**src/dbfbp_pkg.sv**
```systemverilog
package dbfbp_pkg;

  localparam int FrameW  = 32;
  localparam int SizeW   = 40;
  localparam int KindW   = 4;
  localparam int UsageW  = 32;
  localparam int HandleW = 32;
  localparam int BudgetW = 44;
  localparam int DelayW  = 8;
  localparam int CfgW    = 44;

  // Register indexes of the configuration port.
  localparam logic CFG_BUDGET = 1'b0;
  localparam logic CFG_DELAY  = 1'b1;

  // Result status codes.
  localparam logic [1:0] ST_STORED  = 2'd0;
  localparam logic [1:0] ST_DROPPED = 2'd1;
  localparam logic [1:0] ST_HIT     = 2'd2;
  localparam logic [1:0] ST_MISS    = 2'd3;

  // One pool entry as it is kept in memory.
  typedef struct packed {
    logic [FrameW-1:0]  frame;
    logic [SizeW-1:0]   size;
    logic [KindW-1:0]   kind;
    logic [UsageW-1:0]  usage;
    logic               mapped;
    logic [HandleW-1:0] handle;
  } entry_t;

endpackage

```
**src/dbfbp_mem.sv**
```systemverilog
// Entry store: one write port, one read port, registered read data.
module dbfbp_mem
  import dbfbp_pkg::*;
#(
  parameter int Depth = 16,
  parameter int AddrW = 4
) (
  input  logic             clk,
  input  logic             we,
  input  logic [AddrW-1:0] waddr,
  input  entry_t           wdata,
  input  logic [AddrW-1:0] raddr,
  output entry_t           rdata
);

  entry_t mem [Depth];

  always_ff @(posedge clk) begin
    if (we) begin
      mem[waddr] <= wdata;
    end
    rdata <= mem[raddr];
  end

endmodule

```
**src/deferred_best_fit_buffer_pool.sv**
```systemverilog
// Deferred best-fit buffer pool.
// Input channel (in_valid/in_stall) takes one word per request: a release
// appends a buffer to the ordered pool, a get evicts at most one aged entry
// beyond the byte budget and then reuses the smallest aged exact match.
// Output channel (out_valid/out_stall) returns one word per request.
// The entries live in a single memory with one read and one write port.
// A release result is valid in the cycle after its word is taken.
// A get walks the memory for eviction, closes the gap by moving each
// later entry up one place, walks again for best fit and closes that
// gap the same way. The worst case is an eviction and a hit both at
// the head of the list. One request is in flight at a time; the next
// is taken once its result sits in the output register.
// While the receiver stalls, the result is held and no new request is taken.
// Reset empties the pool and loads the budget with all ones and the reuse
// delay with 2. No clearing pass is needed.
module deferred_best_fit_buffer_pool
  import dbfbp_pkg::*;
#(
  parameter int POOL_DEPTH = 16
) (
  input  logic                clk,
  input  logic                rst,
  input  logic                cfg_we,
  input  logic                cfg_index,
  input  logic [CfgW-1:0]     cfg_data,
  input  logic                in_valid,
  output logic                in_stall,
  input  logic                req_type,
  input  logic [FrameW-1:0]   frame_now,
  input  logic [SizeW-1:0]    req_size,
  input  logic [KindW-1:0]    mem_kind,
  input  logic [UsageW-1:0]   usage_bits,
  input  logic                mapping,
  input  logic [HandleW-1:0]  handle_in,
  output logic                out_valid,
  input  logic                out_stall,
  output logic [1:0]          status,
  output logic [HandleW-1:0]  handle_out,
  output logic [SizeW-1:0]    size_out,
  output logic                evicted,
  output logic [HandleW-1:0]  evicted_handle,
  output logic                evicted_mapped
);

  localparam int AddrW = (POOL_DEPTH > 1) ? $clog2(POOL_DEPTH) : 1;
  localparam int CntW  = $clog2(POOL_DEPTH + 1);
  localparam int SumW  = SizeW + CntW;
  localparam logic [CntW-1:0] FullCnt = CntW'(POOL_DEPTH);

  typedef enum logic [2:0] {
    S_IDLE, S_EV_SCAN, S_EV_SHIFT, S_FIT_SCAN, S_FIT_SHIFT, S_DONE
  } state_t;

  state_t state;

  logic [BudgetW-1:0] byte_budget;
  logic [DelayW-1:0]  reuse_delay;

  // Captured request.
  logic [FrameW-1:0]  q_now;
  logic [SizeW-1:0]   q_size;
  logic [KindW-1:0]   q_kind;
  logic [UsageW-1:0]  q_usage;
  logic               q_map;

  logic [CntW-1:0]    count;
  logic [CntW-1:0]    rd_idx;   // address issued last cycle
  logic [CntW-1:0]    pos;      // gap position during a shift
  logic               rd_live;  // rdata belongs to rd_idx
  logic [SumW-1:0]    sum;
  logic               found;
  logic [CntW-1:0]    best;
  logic [SizeW-1:0]   best_size;
  logic [HandleW-1:0] best_handle;

  // Memory ports.
  logic              we;
  logic [AddrW-1:0]  waddr, raddr;
  entry_t            wdata, rdata;
  logic [CntW-1:0]   raddr_full;

  dbfbp_mem #(.Depth(POOL_DEPTH), .AddrW(AddrW)) u_mem (
    .clk(clk), .we(we), .waddr(waddr), .wdata(wdata),
    .raddr(raddr), .rdata(rdata)
  );

  // Entry tests on the word just read.
  logic [FrameW:0]  aged_lhs;
  logic             aged;
  logic [SumW-1:0]  sum_next;
  logic             over;
  logic             fits;
  logic             accept;

  assign aged_lhs = {1'b0, rdata.frame} + (FrameW+1)'(reuse_delay);
  assign aged     = aged_lhs < {1'b0, q_now};
  assign sum_next = sum + SumW'(rdata.size);
  assign over     = sum_next > SumW'(byte_budget);
  assign fits     = aged && rdata.kind == q_kind && rdata.usage == q_usage
                    && rdata.size >= q_size && (!q_map || rdata.mapped)
                    && (!found || rdata.size < best_size);

  assign accept   = in_valid && !in_stall;
  assign in_stall = (state != S_IDLE) || (out_valid && out_stall);

  // Read address: scans read rd_idx, or rd_idx+1 once rdata is live; shifts read pos+1.
  always_comb begin
    raddr_full = '0;
    if (state == S_IDLE) raddr_full = '0;
    else if (state == S_EV_SCAN || state == S_FIT_SCAN)
      raddr_full = rd_live ? rd_idx + 1'b1 : rd_idx;
    else raddr_full = pos + 1'b1;
    raddr = raddr_full[AddrW-1:0];
  end

  // Write port: append on release, move up during a shift.
  always_comb begin
    we    = 1'b0;
    waddr = pos[AddrW-1:0];
    wdata = rdata;
    if (state == S_IDLE) begin
      we    = accept && req_type && count < FullCnt;
      waddr = count[AddrW-1:0];
      wdata = '{frame: frame_now, size: req_size, kind: mem_kind,
                usage: usage_bits, mapped: mapping, handle: handle_in};
    end else if ((state == S_EV_SHIFT || state == S_FIT_SHIFT) && rd_live) begin
      we = 1'b1;
    end
  end

  always_ff @(posedge clk) begin
    if (rst) begin
      state       <= S_IDLE;
      byte_budget <= '1;
      reuse_delay <= DelayW'(2);
      count       <= '0;
      out_valid   <= 1'b0;
      rd_live     <= 1'b0;
    end else begin
      if (cfg_we) begin
        unique case (cfg_index)
          CFG_BUDGET: byte_budget <= cfg_data[BudgetW-1:0];
          CFG_DELAY:  reuse_delay <= cfg_data[DelayW-1:0];
          default: ;
        endcase
      end
      // A taken word clears the output unless a release refills it now.
      if (out_valid && !out_stall && !(accept && req_type)) out_valid <= 1'b0;

      unique case (state)
        S_IDLE: begin
          if (accept) begin
            q_now   <= frame_now;
            q_size  <= req_size;
            q_kind  <= mem_kind;
            q_usage <= usage_bits;
            q_map   <= mapping;
            handle_out     <= '0;
            size_out       <= '0;
            evicted        <= 1'b0;
            evicted_handle <= '0;
            evicted_mapped <= 1'b0;
            if (req_type) begin
              out_valid <= 1'b1;
              if (count < FullCnt) begin
                status <= ST_STORED;
                count  <= count + 1'b1;
              end else begin
                status <= ST_DROPPED;
              end
            end else begin
              sum     <= '0;
              rd_idx  <= '0;
              rd_live <= 1'b0;
              state   <= S_EV_SCAN;
            end
          end
        end
        S_EV_SCAN: begin
          if (!rd_live) begin
            if (count == '0) begin
              found <= 1'b0;
              state <= S_FIT_SCAN;
            end else begin
              rd_live <= 1'b1;
            end
          end else begin
            sum <= sum_next;
            if (over && aged) begin
              evicted        <= 1'b1;
              evicted_handle <= rdata.handle;
              evicted_mapped <= rdata.mapped;
              pos     <= rd_idx;
              rd_live <= 1'b0;
              state   <= S_EV_SHIFT;
            end else if (rd_idx + 1'b1 >= count) begin
              rd_idx  <= '0;
              rd_live <= 1'b0;
              found   <= 1'b0;
              state   <= S_FIT_SCAN;
            end else begin
              rd_idx <= rd_idx + 1'b1;
            end
          end
        end
        S_EV_SHIFT, S_FIT_SHIFT: begin
          // pos is the gap; rdata holds entry pos+1 when rd_live.
          if (pos + 1'b1 >= count) begin
            count   <= count - 1'b1;
            rd_live <= 1'b0;
            rd_idx  <= '0;
            found   <= 1'b0;
            if (state == S_EV_SHIFT) begin
              state <= S_FIT_SCAN;
            end else begin
              status    <= ST_HIT;
              out_valid <= 1'b1;
              state     <= S_IDLE;
            end
          end else if (!rd_live) begin
            rd_live <= 1'b1;
          end else begin
            pos     <= pos + 1'b1;
            rd_live <= 1'b0;
          end
        end
        S_FIT_SCAN: begin
          if (!rd_live) begin
            if (count == '0) begin
              status    <= ST_MISS;
              out_valid <= 1'b1;
              state     <= S_IDLE;
            end else begin
              rd_live <= 1'b1;
            end
          end else begin
            if (fits) begin
              found       <= 1'b1;
              best        <= rd_idx;
              best_size   <= rdata.size;
              best_handle <= rdata.handle;
            end
            if (rd_idx + 1'b1 >= count) begin
              rd_live <= 1'b0;
              if (fits || found) begin
                handle_out <= fits ? rdata.handle : best_handle;
                size_out   <= fits ? rdata.size : best_size;
                pos        <= fits ? rd_idx : best;
                state      <= S_FIT_SHIFT;
              end else begin
                status    <= ST_MISS;
                out_valid <= 1'b1;
                state     <= S_IDLE;
              end
            end else begin
              rd_idx <= rd_idx + 1'b1;
            end
          end
        end
        default: state <= S_IDLE;
      endcase
    end
  end

  // The pool never holds more entries than its depth.
  assert property (@(posedge clk) disable iff (rst) count <= FullCnt)
    else $error("pool count beyond depth");
  // A release on a full pool is always dropped.
  assert property (@(posedge clk) disable iff (rst)
    accept && req_type && count == FullCnt |=> status == ST_DROPPED)
    else $error("full pool did not drop release");
  // A release never reports an eviction.
  assert property (@(posedge clk) disable iff (rst)
    out_valid && (status == ST_STORED || status == ST_DROPPED) |-> !evicted)
    else $error("release reported eviction");
  // Shifts never write past the filled part of the pool.
  assert property (@(posedge clk) disable iff (rst)
    we && state != S_IDLE |-> pos + 1'b1 < count)
    else $error("shift write beyond count");

endmodule

```
**config.mk**
```make
export PLATFORM = sky130hd
export DESIGN_NAME = deferred_best_fit_buffer_pool
export DESIGN_NICKNAME = d
export VERILOG_FILES = /design/src/dbfbp_pkg.sv /design/src/dbfbp_mem.sv /design/src/deferred_best_fit_buffer_pool.sv
export SDC_FILE = /design/constraint.sdc
export NUM_CORES = 2
export LEC_CHECK = 0
export BUFFER_PORTS_ARGS = -buffer_cell sky130_fd_sc_hd__buf_2
export CAP_MARGIN = 5
export CORE_ASPECT_RATIO = 1.4
export CORE_UTILIZATION = 62
export DETAILED_ROUTE_END_ITERATION = 6
export GPL_ROUTABILITY_DRIVEN = 0
export PLACE_DENSITY_LB_ADDON = 0.3
export SETUP_SLACK_MARGIN = 0.05
export SYNTH_ARGS = -nofsm -noshare
export SYNTH_HDL_FRONTEND = slang
export SYNTH_HIERARCHICAL = 1
export SYNTH_SLANG_ARGS = --single-unit
```
**constraint.sdc**
```tcl
create_clock -name clk -period 23.8 [get_ports clk]
set_clock_uncertainty 0.2 [all_clocks]
set_input_delay 0 -clock clk [delete_from_list [all_inputs] [get_ports clk]]
set_output_delay 0 -clock clk [all_outputs]
set_load 0.02 [all_outputs]
```
Yosys cells after proc, flatten, opt, wreduce, memory -nomap -nowiden
Memories as Yosys holds them, arrays and structs flattened. A register that Yosys moved wholly into a read port is not among the register bits.
Index checks and enable logic that the tools add are counted.
- register bits: 412
- bits in latches: 0
- RAM bits: 2256
- memory bits (read-only): 0
- input port bits: 192
- output and inout port bits: 110
- word-level logic and storage cells: 226
- memories kept: 1
- $add $sub $neg: 6
- multiply operators: 0
- divide/modulo/power cells: 0
- order comparisons: 7
- eq/ne operators: 29
- shift-type cells: 0
- mux-type cells: 109
- bitwise operators: 2
- reduce and logical (&&, ||, !) cells: 48
- memory list (name ; words ; width ; rd ports ; clocked after memory_dff ; wr ports ; line ; RTL):
    u_mem.mem ; 16 ; 141 ; 1 ; 1 ; 1 ; dbfbp_mem.sv:16 ; entry_t mem [Depth];
- operator list (cell ; count):
    32-bit two-way mux ; 7
    40-bit two-way mux ; 5
    141-bit two-way mux ; 1
    45-bit two-way mux ; 3
    32-bit case mux with 2 select lines ; 2
    5-bit two-way mux ; 20
    45-bit case mux with 2 select lines ; 1
    40-bit case mux with 2 select lines ; 1
    45-bit by 40-bit adder with 45-bit output ; 1
    45-bit by 44-bit greater-than comparator with 1-bit output ; 1
    40-bit greater-or-equal comparator ; 1
    40-bit < comparator ; 1
    1-bit two-way mux ; 35
    32-bit by 8-bit adder with 33-bit output ; 1
    33-bit by 32-bit < comparator with 1-bit output ; 1
    3-bit two-way mux ; 11
    32-bit == test ; 1
    9-bit AND reduction ; 3
    2-bit != test (second input constant) ; 12
    5-bit case mux with 4 select lines ; 1
    2-bit two-way mux ; 9
    4-bit two-way mux ; 4
    5-bit by 1-bit adder with 5-bit output (second input constant) ; 3
    5-bit case mux with 3 select lines ; 1
    other kinds (33) ; 75

Logic depth before layout (Yosys ltp)
- depth in word-level cells: 12
- depth in mapped cells: 23
- gate-level depth less buffers: 22

Modules after synthesis
Netlist, hierarchy kept.
- by module, submodules not included (module ; instances ; cells an instance ; area each (µm²) ; seq. area each (µm²)):
    dbfbp_mem ; 1 ; 3693 ; 87555.2 ; 70567.7
    deferred_best_fit_buffer_pool ; 1 ; 2264 ; 25114.1 ; 11751.3

Worst setup path after synthesis
OpenSTA, ideal clock, no wires.
- path type: flip-flop to flip-flop
- start point: register state[0]
- end point: memory u_mem/mem[0][0] (netlist bit) (enable)
- setup time: 0.814 ns
- arrival time: 11.585 ns
- data required time: 22.786 ns
- slack: 11.200 ns
- cell stages (with the launch flop): 7
- path buffers: 2
- period minus slack after synthesis: 12.600 ns
- path through: dfxtp_1 -> clkbuf_1 -> nor3_2 -> clkbuf_1 -> mux2_2 -> or3b_2 -> nor3_1
- elaborated cells between the ends (all ways): 16
- classes of those cells: eq/ne: 2; mux: 5; reduce/logical: 9
- RTL lines (what ; line ; RTL):
    from (decl) ; deferred_best_fit_buffer_pool.sv:54 ; state_t state;
    from (signal assigned) ; deferred_best_fit_buffer_pool.sv:133 ; state <= S_IDLE;
    from (signal assigned) ; deferred_best_fit_buffer_pool.sv:175 ; state <= S_EV_SCAN;
    from (signal assigned) ; deferred_best_fit_buffer_pool.sv:183 ; state <= S_FIT_SCAN;
    3-bit logical NOT ; deferred_best_fit_buffer_pool.sv:121 ; if (state == S_IDLE) begin
    4-bit two-way mux ; deferred_best_fit_buffer_pool.sv:121 ;
    named net waddr[2] ; deferred_best_fit_buffer_pool.sv:78 ; logic [AddrW-1:0] waddr, raddr;
    to (decl) ; dbfbp_mem.sv:16 ;
The timed path passes the listed nets, and every way through them passes these cells.

Worst setup path after layout
- start point: register u_mem/rdata[69] (netlist name)
- end point: register rd_idx[4] (enable)
- word-level cells in the longest chain between the ends: 5
- ends and longest elaborated chain (what ; line ; RTL):
    45-bit by 40-bit adder with 45-bit output ; deferred_best_fit_buffer_pool.sv:97 ; assign sum_next = sum + SumW'(rdata.size);
    named net sum_next[38] ; deferred_best_fit_buffer_pool.sv:90 ; logic [SumW-1:0] sum_next;
    45-bit by 44-bit greater-than comparator with 1-bit output ; deferred_best_fit_buffer_pool.sv:98 ; assign over = sum_next > SumW'(byte_budget);
    1-bit logical AND ; deferred_best_fit_buffer_pool.sv:189 ; if (over && aged) begin
    2-bit != test (no source line) ; n/a ;
    9-bit AND reduction (no source line) ; n/a ;
    to (signal assigned) ; deferred_best_fit_buffer_pool.sv:202 ; rd_idx <= rd_idx + 1'b1;
    to (signal assigned) ; deferred_best_fit_buffer_pool.sv:256 ; rd_idx <= rd_idx + 1'b1;
    to (decl) ; deferred_best_fit_buffer_pool.sv:67 ; logic [CntW-1:0] rd_idx;
The timed path passes the listed nets, and every way through them passes these cells.
A chain may end at the register's enable or synchronous reset.

==> flow_metrics.env <==
export IMPL_path_buf_inv=1
export IMPL_cts_root_buf="clkbuf_16"
export IMPL_synth_seq_area_share=0.7306
export IMPL_overflow=0
export IMPL_whs_path_depth=3
export IMPL_reg2reg_to="rd_idx[4]$_DFFE_PP_"
export IMPL_hpwlAfterDp_um=154200
export IMPL_synthToLayoutAreaGrowth_pct=14.87
export IMPL_hold_viol_final=0
export IMPL_p_per_area_mw_per_mm2=118.6
export IMPL_tightest_slew_ps=1350
export IMPL_worstPathCellList="ha_1 -> inv_1 -> fa_1 -> nand2b_1 -> a21oi_1 -> o21ai_0 -> a211oi_1 -> o211ai_1 -> a31oi_1 -> a31oi_1 -> mux2i_1 -> nand4_1 -> ha_1 -> a21o_1 -> a211o_1 -> o211ai_1 -> a21oi_1 -> a2111oi_0 -> nor2_1 -> a21oi_2 -> nor2_1 -> a211oi_1"
export IMPL_start_util=0.6258
export IMPL_wl_per_cell_um=30.88
export IMPL_min_period_ps=6715
export IMPL_detail_route_iter0_violations=8420
export IMPL_cts_sinks=2809
export IMPL_n_fill_cell=10450
export IMPL_ys_ff_latch=2809
export IMPL_yosys_warnings=6
export IMPL_min_period_over_period=0.2821
export IMPL_fp_dieH_um=506.4
export IMPL_grt_max_degree=138
export IMPL_synth_area_leader_cell="edfxtp_1"
export IMPL_die_w_um=362.3
export IMPL_numCtsBuffers=238
export IMPL_grt_pass1_wl_um=421600
export IMPL_crit_required_ps=24120
export IMPL_cts_tree="done"
export IMPL_routed_wirelength_um=290000
export IMPL_worstPathArrival_ps=7040
export IMPL_drt_pass1_iter_count=6
export IMPL_ios=302
export IMPL_grt_usage=0.3187
export IMPL_hold_path_end="u_mem/mem[8][132]$_DFFE_PP_"
export IMPL_leakagePower_nw=43.43
export IMPL_synth_ff_type="edfxtp_1"
export IMPL_nets=7165
export IMPL_clk_latency_ps=900
export IMPL_synth_area_sq_mm=0.1127
export IMPL_slowest_stage="a211oi_1"
export IMPL_slew_viol_final=0
export IMPL_r2r_cells=22
export IMPL_ant_nets=0
export IMPL_setup_violations_final=0
export IMPL_final_util=0.7189
export IMPL_status="finished, final reports clean"
export IMPL_antenna_found_initial=34
export IMPL_die_area_sq_mm=0.1835
export IMPL_synthesis_nets=6369
export IMPL_yosysMostFrequentCell="edfxtp_1"
export IMPL_critPathKind="register to register"
export IMPL_clockBufferDepth=3
export IMPL_clk_pin_slew_ps=70
export IMPL_min_path_type="input pin to register"
export IMPL_cts_setup_buffers=0
export IMPL_rsz0062_at_grt="false"
export IMPL_crit_family="compound AO/OA/AOI/OAI gates"
export IMPL_grt_pass1_vias=63800
export IMPL_synth_common_cells="2606 x edfxtp_1, 526 x mux4_2, 279 x mux2_2"
export IMPL_via_per_inst=6.599
export IMPL_start_kind="register"
export IMPL_rows=184
export IMPL_drive_above_1_share=0.2369
export IMPL_fmax_mhz=148.9
export IMPL_worstHoldStart="frame_now[23]"
export IMPL_yosys_cell_types_count=83
export IMPL_postSynthCellCount=5957
export IMPL_portBuffers=301
export IMPL_synthArstFlopShare=0
export IMPL_drc=0
export IMPL_startpoint="u_mem/rdata[69]$_DFF_P_"
export IMPL_tns_ps=0
export IMPL_ir_drop_mv=0.1116
export IMPL_multi_input_area_sq_mm=0.02855
export IMPL_holdBufCountCts=423
export IMPL_max_cap_viol_count=0
export IMPL_synth_edff_count=2606
export IMPL_seq_area_sq_mm=0.08232
export IMPL_synth_top_area_share=0.6946
export IMPL_htreeDepth=4
export IMPL_worst_r2r_setup_slack_ps=17090
export IMPL_num_vias=61980
export IMPL_synth_area_leaders="edfxtp_1 69%, mux4_2 11%, dfxtp_1 3.6%"
export IMPL_critPathMaxStageDelay_ps=760
export IMPL_reg2reg_from="u_mem/rdata[69]$_DFF_P_"
export IMPL_cp_max_fo=5
export IMPL_slew_headroom=0.09902
export IMPL_crit_path_end_kind="register"
export IMPL_core_area_sq_mm=0.1800
export IMPL_ctsResizeCount=0
export IMPL_syn_avg_cell_area_sq_um=18.91
routing by layer:
metal	GRT usage	wire, um	vias to the layer above
li1	-	-	25610
met3	0.06130	28560	782
met5	0	243	-
met2	0.5276	144300	3770
met4	0.1364	13330	36
met1	0.4163	103600	31780
logic make-up (layout without fill, tap and decap cells):
family | count (synthesis) | count (layout) | synth area share
AOI/OAI and AO/OA | 711 | 711 | 0.04496
xor gates and xnor gates | 114 | 114 | 0.008862
adders and majority gates | 220 | 220 | 0.02463
buffers and inverters | 473 | 1481 | 0.01843
DFF | 2809 | 2809 | 0.7306
muxes | 852 | 852 | 0.1373
other | 0 | 10 | 0
and+or+nand+nor | 778 | 778 | 0.03517
power breakdown:
group	switching [mW]	internal (mW)	total (mW)
clock network	1.75	2.26	4.02
registers	0.280	6.41	6.69
logic	2.87	1.78	4.65
total	4.90	10.5	15.4
layout by cell type, fill, tap and decap left out, types with 17 or more instances in the layout:
cell type      synthesis  final
nor2_1               144    127
clkbuf_16              0    243
o21ai_0               85     85
a22oi_1              240    240
clkinvlp_4             0     17
nor3_1                22     18
dfxtp_1              203    203
nand3_1               49     49
and2_1               145    144
dlygate4sd3_1          0    423
edfxtp_1            2606   2606
clkbuf_8               0     20
a221oi_1              19     19
and3_1                17     17
nand2b_1              35     35
buf_4                 28     94
inv_1                198    196
clkbuf_1             119     53
a211oi_1              21     20
ha_1                 217    217
nand4_1               40     40
bufinv_16              0     30
nor2b_1               54     47
xnor2_1               66     66
a21o_1                49     49
mux2i_1               37     37
buf_2                103    301
a21oi_1              111    110
clkinv_1               0     21
mux4_2               526    526
a211o_1               48     48
mux2_2               279    279
xor2_1                48     48
clkinv_2               0     55
o221ai_1              26     26
nand2_1              208    208
through the flow:
stage	area [sq um]	power, mW	setup slack, ps	hold WS [ps]	instances
4_1_cts	129400	15.31	17060	0.9261	9383
6_report	129400	15.35	17090	52.64	9393
2_1_floorplan	112700	9.851	11200	-101.1	5957
3_5_place_dp	117100	11.26	17180	-7.868	8508
5_1_grt	129400	15.87	16750	40.89	9385
3_3_place_gp	117100	11.11	17250	-8.906	8508
area by class of cell:
cell class | instances | area share
diodes | 10 | 0.0001933
inverters | 198 | 0.005742
clock buffers | 316 | 0.05065
well taps | 2418 | 0.02338
flip-flops and latches | 2809 | 0.6360
repair buffers | 831 | 0.05182
multi-input cells | 2675 | 0.2206
clock inverters | 136 | 0.01165
worst reg2reg max path: stages (launching register included):
cell	delay, ps
dfxtp_1	370
ha_1	210
inv_1	70
fa_1	400
nand2b_1	180
a21oi_1	240
o21ai_0	220
a211oi_1	760
o211ai_1	290
a31oi_1	240
a31oi_1	150
mux2i_1	240
nand4_1	140
ha_1	310
a21o_1	190
a211o_1	280
o211ai_1	90
a21oi_1	150
a2111oi_0	410
nor2_1	140
a21oi_2	300
nor2_1	100
a211oi_1	660
flip-flops by register name, indices dropped and copies added (netlist names), 2 cells and up:
signal          cells
q_now              32
byte_budget        44
rd_idx              5
q_size             40
q_kind              4
count               5
best                5
evicted_handle     32
best_size          40
handle_out         32
state               3
pos                 5
u_mem/rdata       141
size_out           40
q_usage            32
reuse_delay         8
status              2
best_handle        32
sum                45
u_mem/mem        2256
worst max path at each step:
stage                                end  slack, ps  depth (start not counted)
5_1_grt          u_mem/rdata[65]$_DFF_P_      16750                          9
6_report             rd_idx[4]$_DFFE_PP_      17090                         22
3_3_place_gp     u_mem/rdata[88]$_DFF_P_      17250                          9
3_5_place_dp         rd_idx[4]$_DFFE_PP_      17180                         22
4_1_cts          u_mem/rdata[65]$_DFF_P_      17060                          9
2_1_floorplan  u_mem/mem[0][0]$_DFFE_PP_      11200                          6
Power figures use the tool's default switching activity.
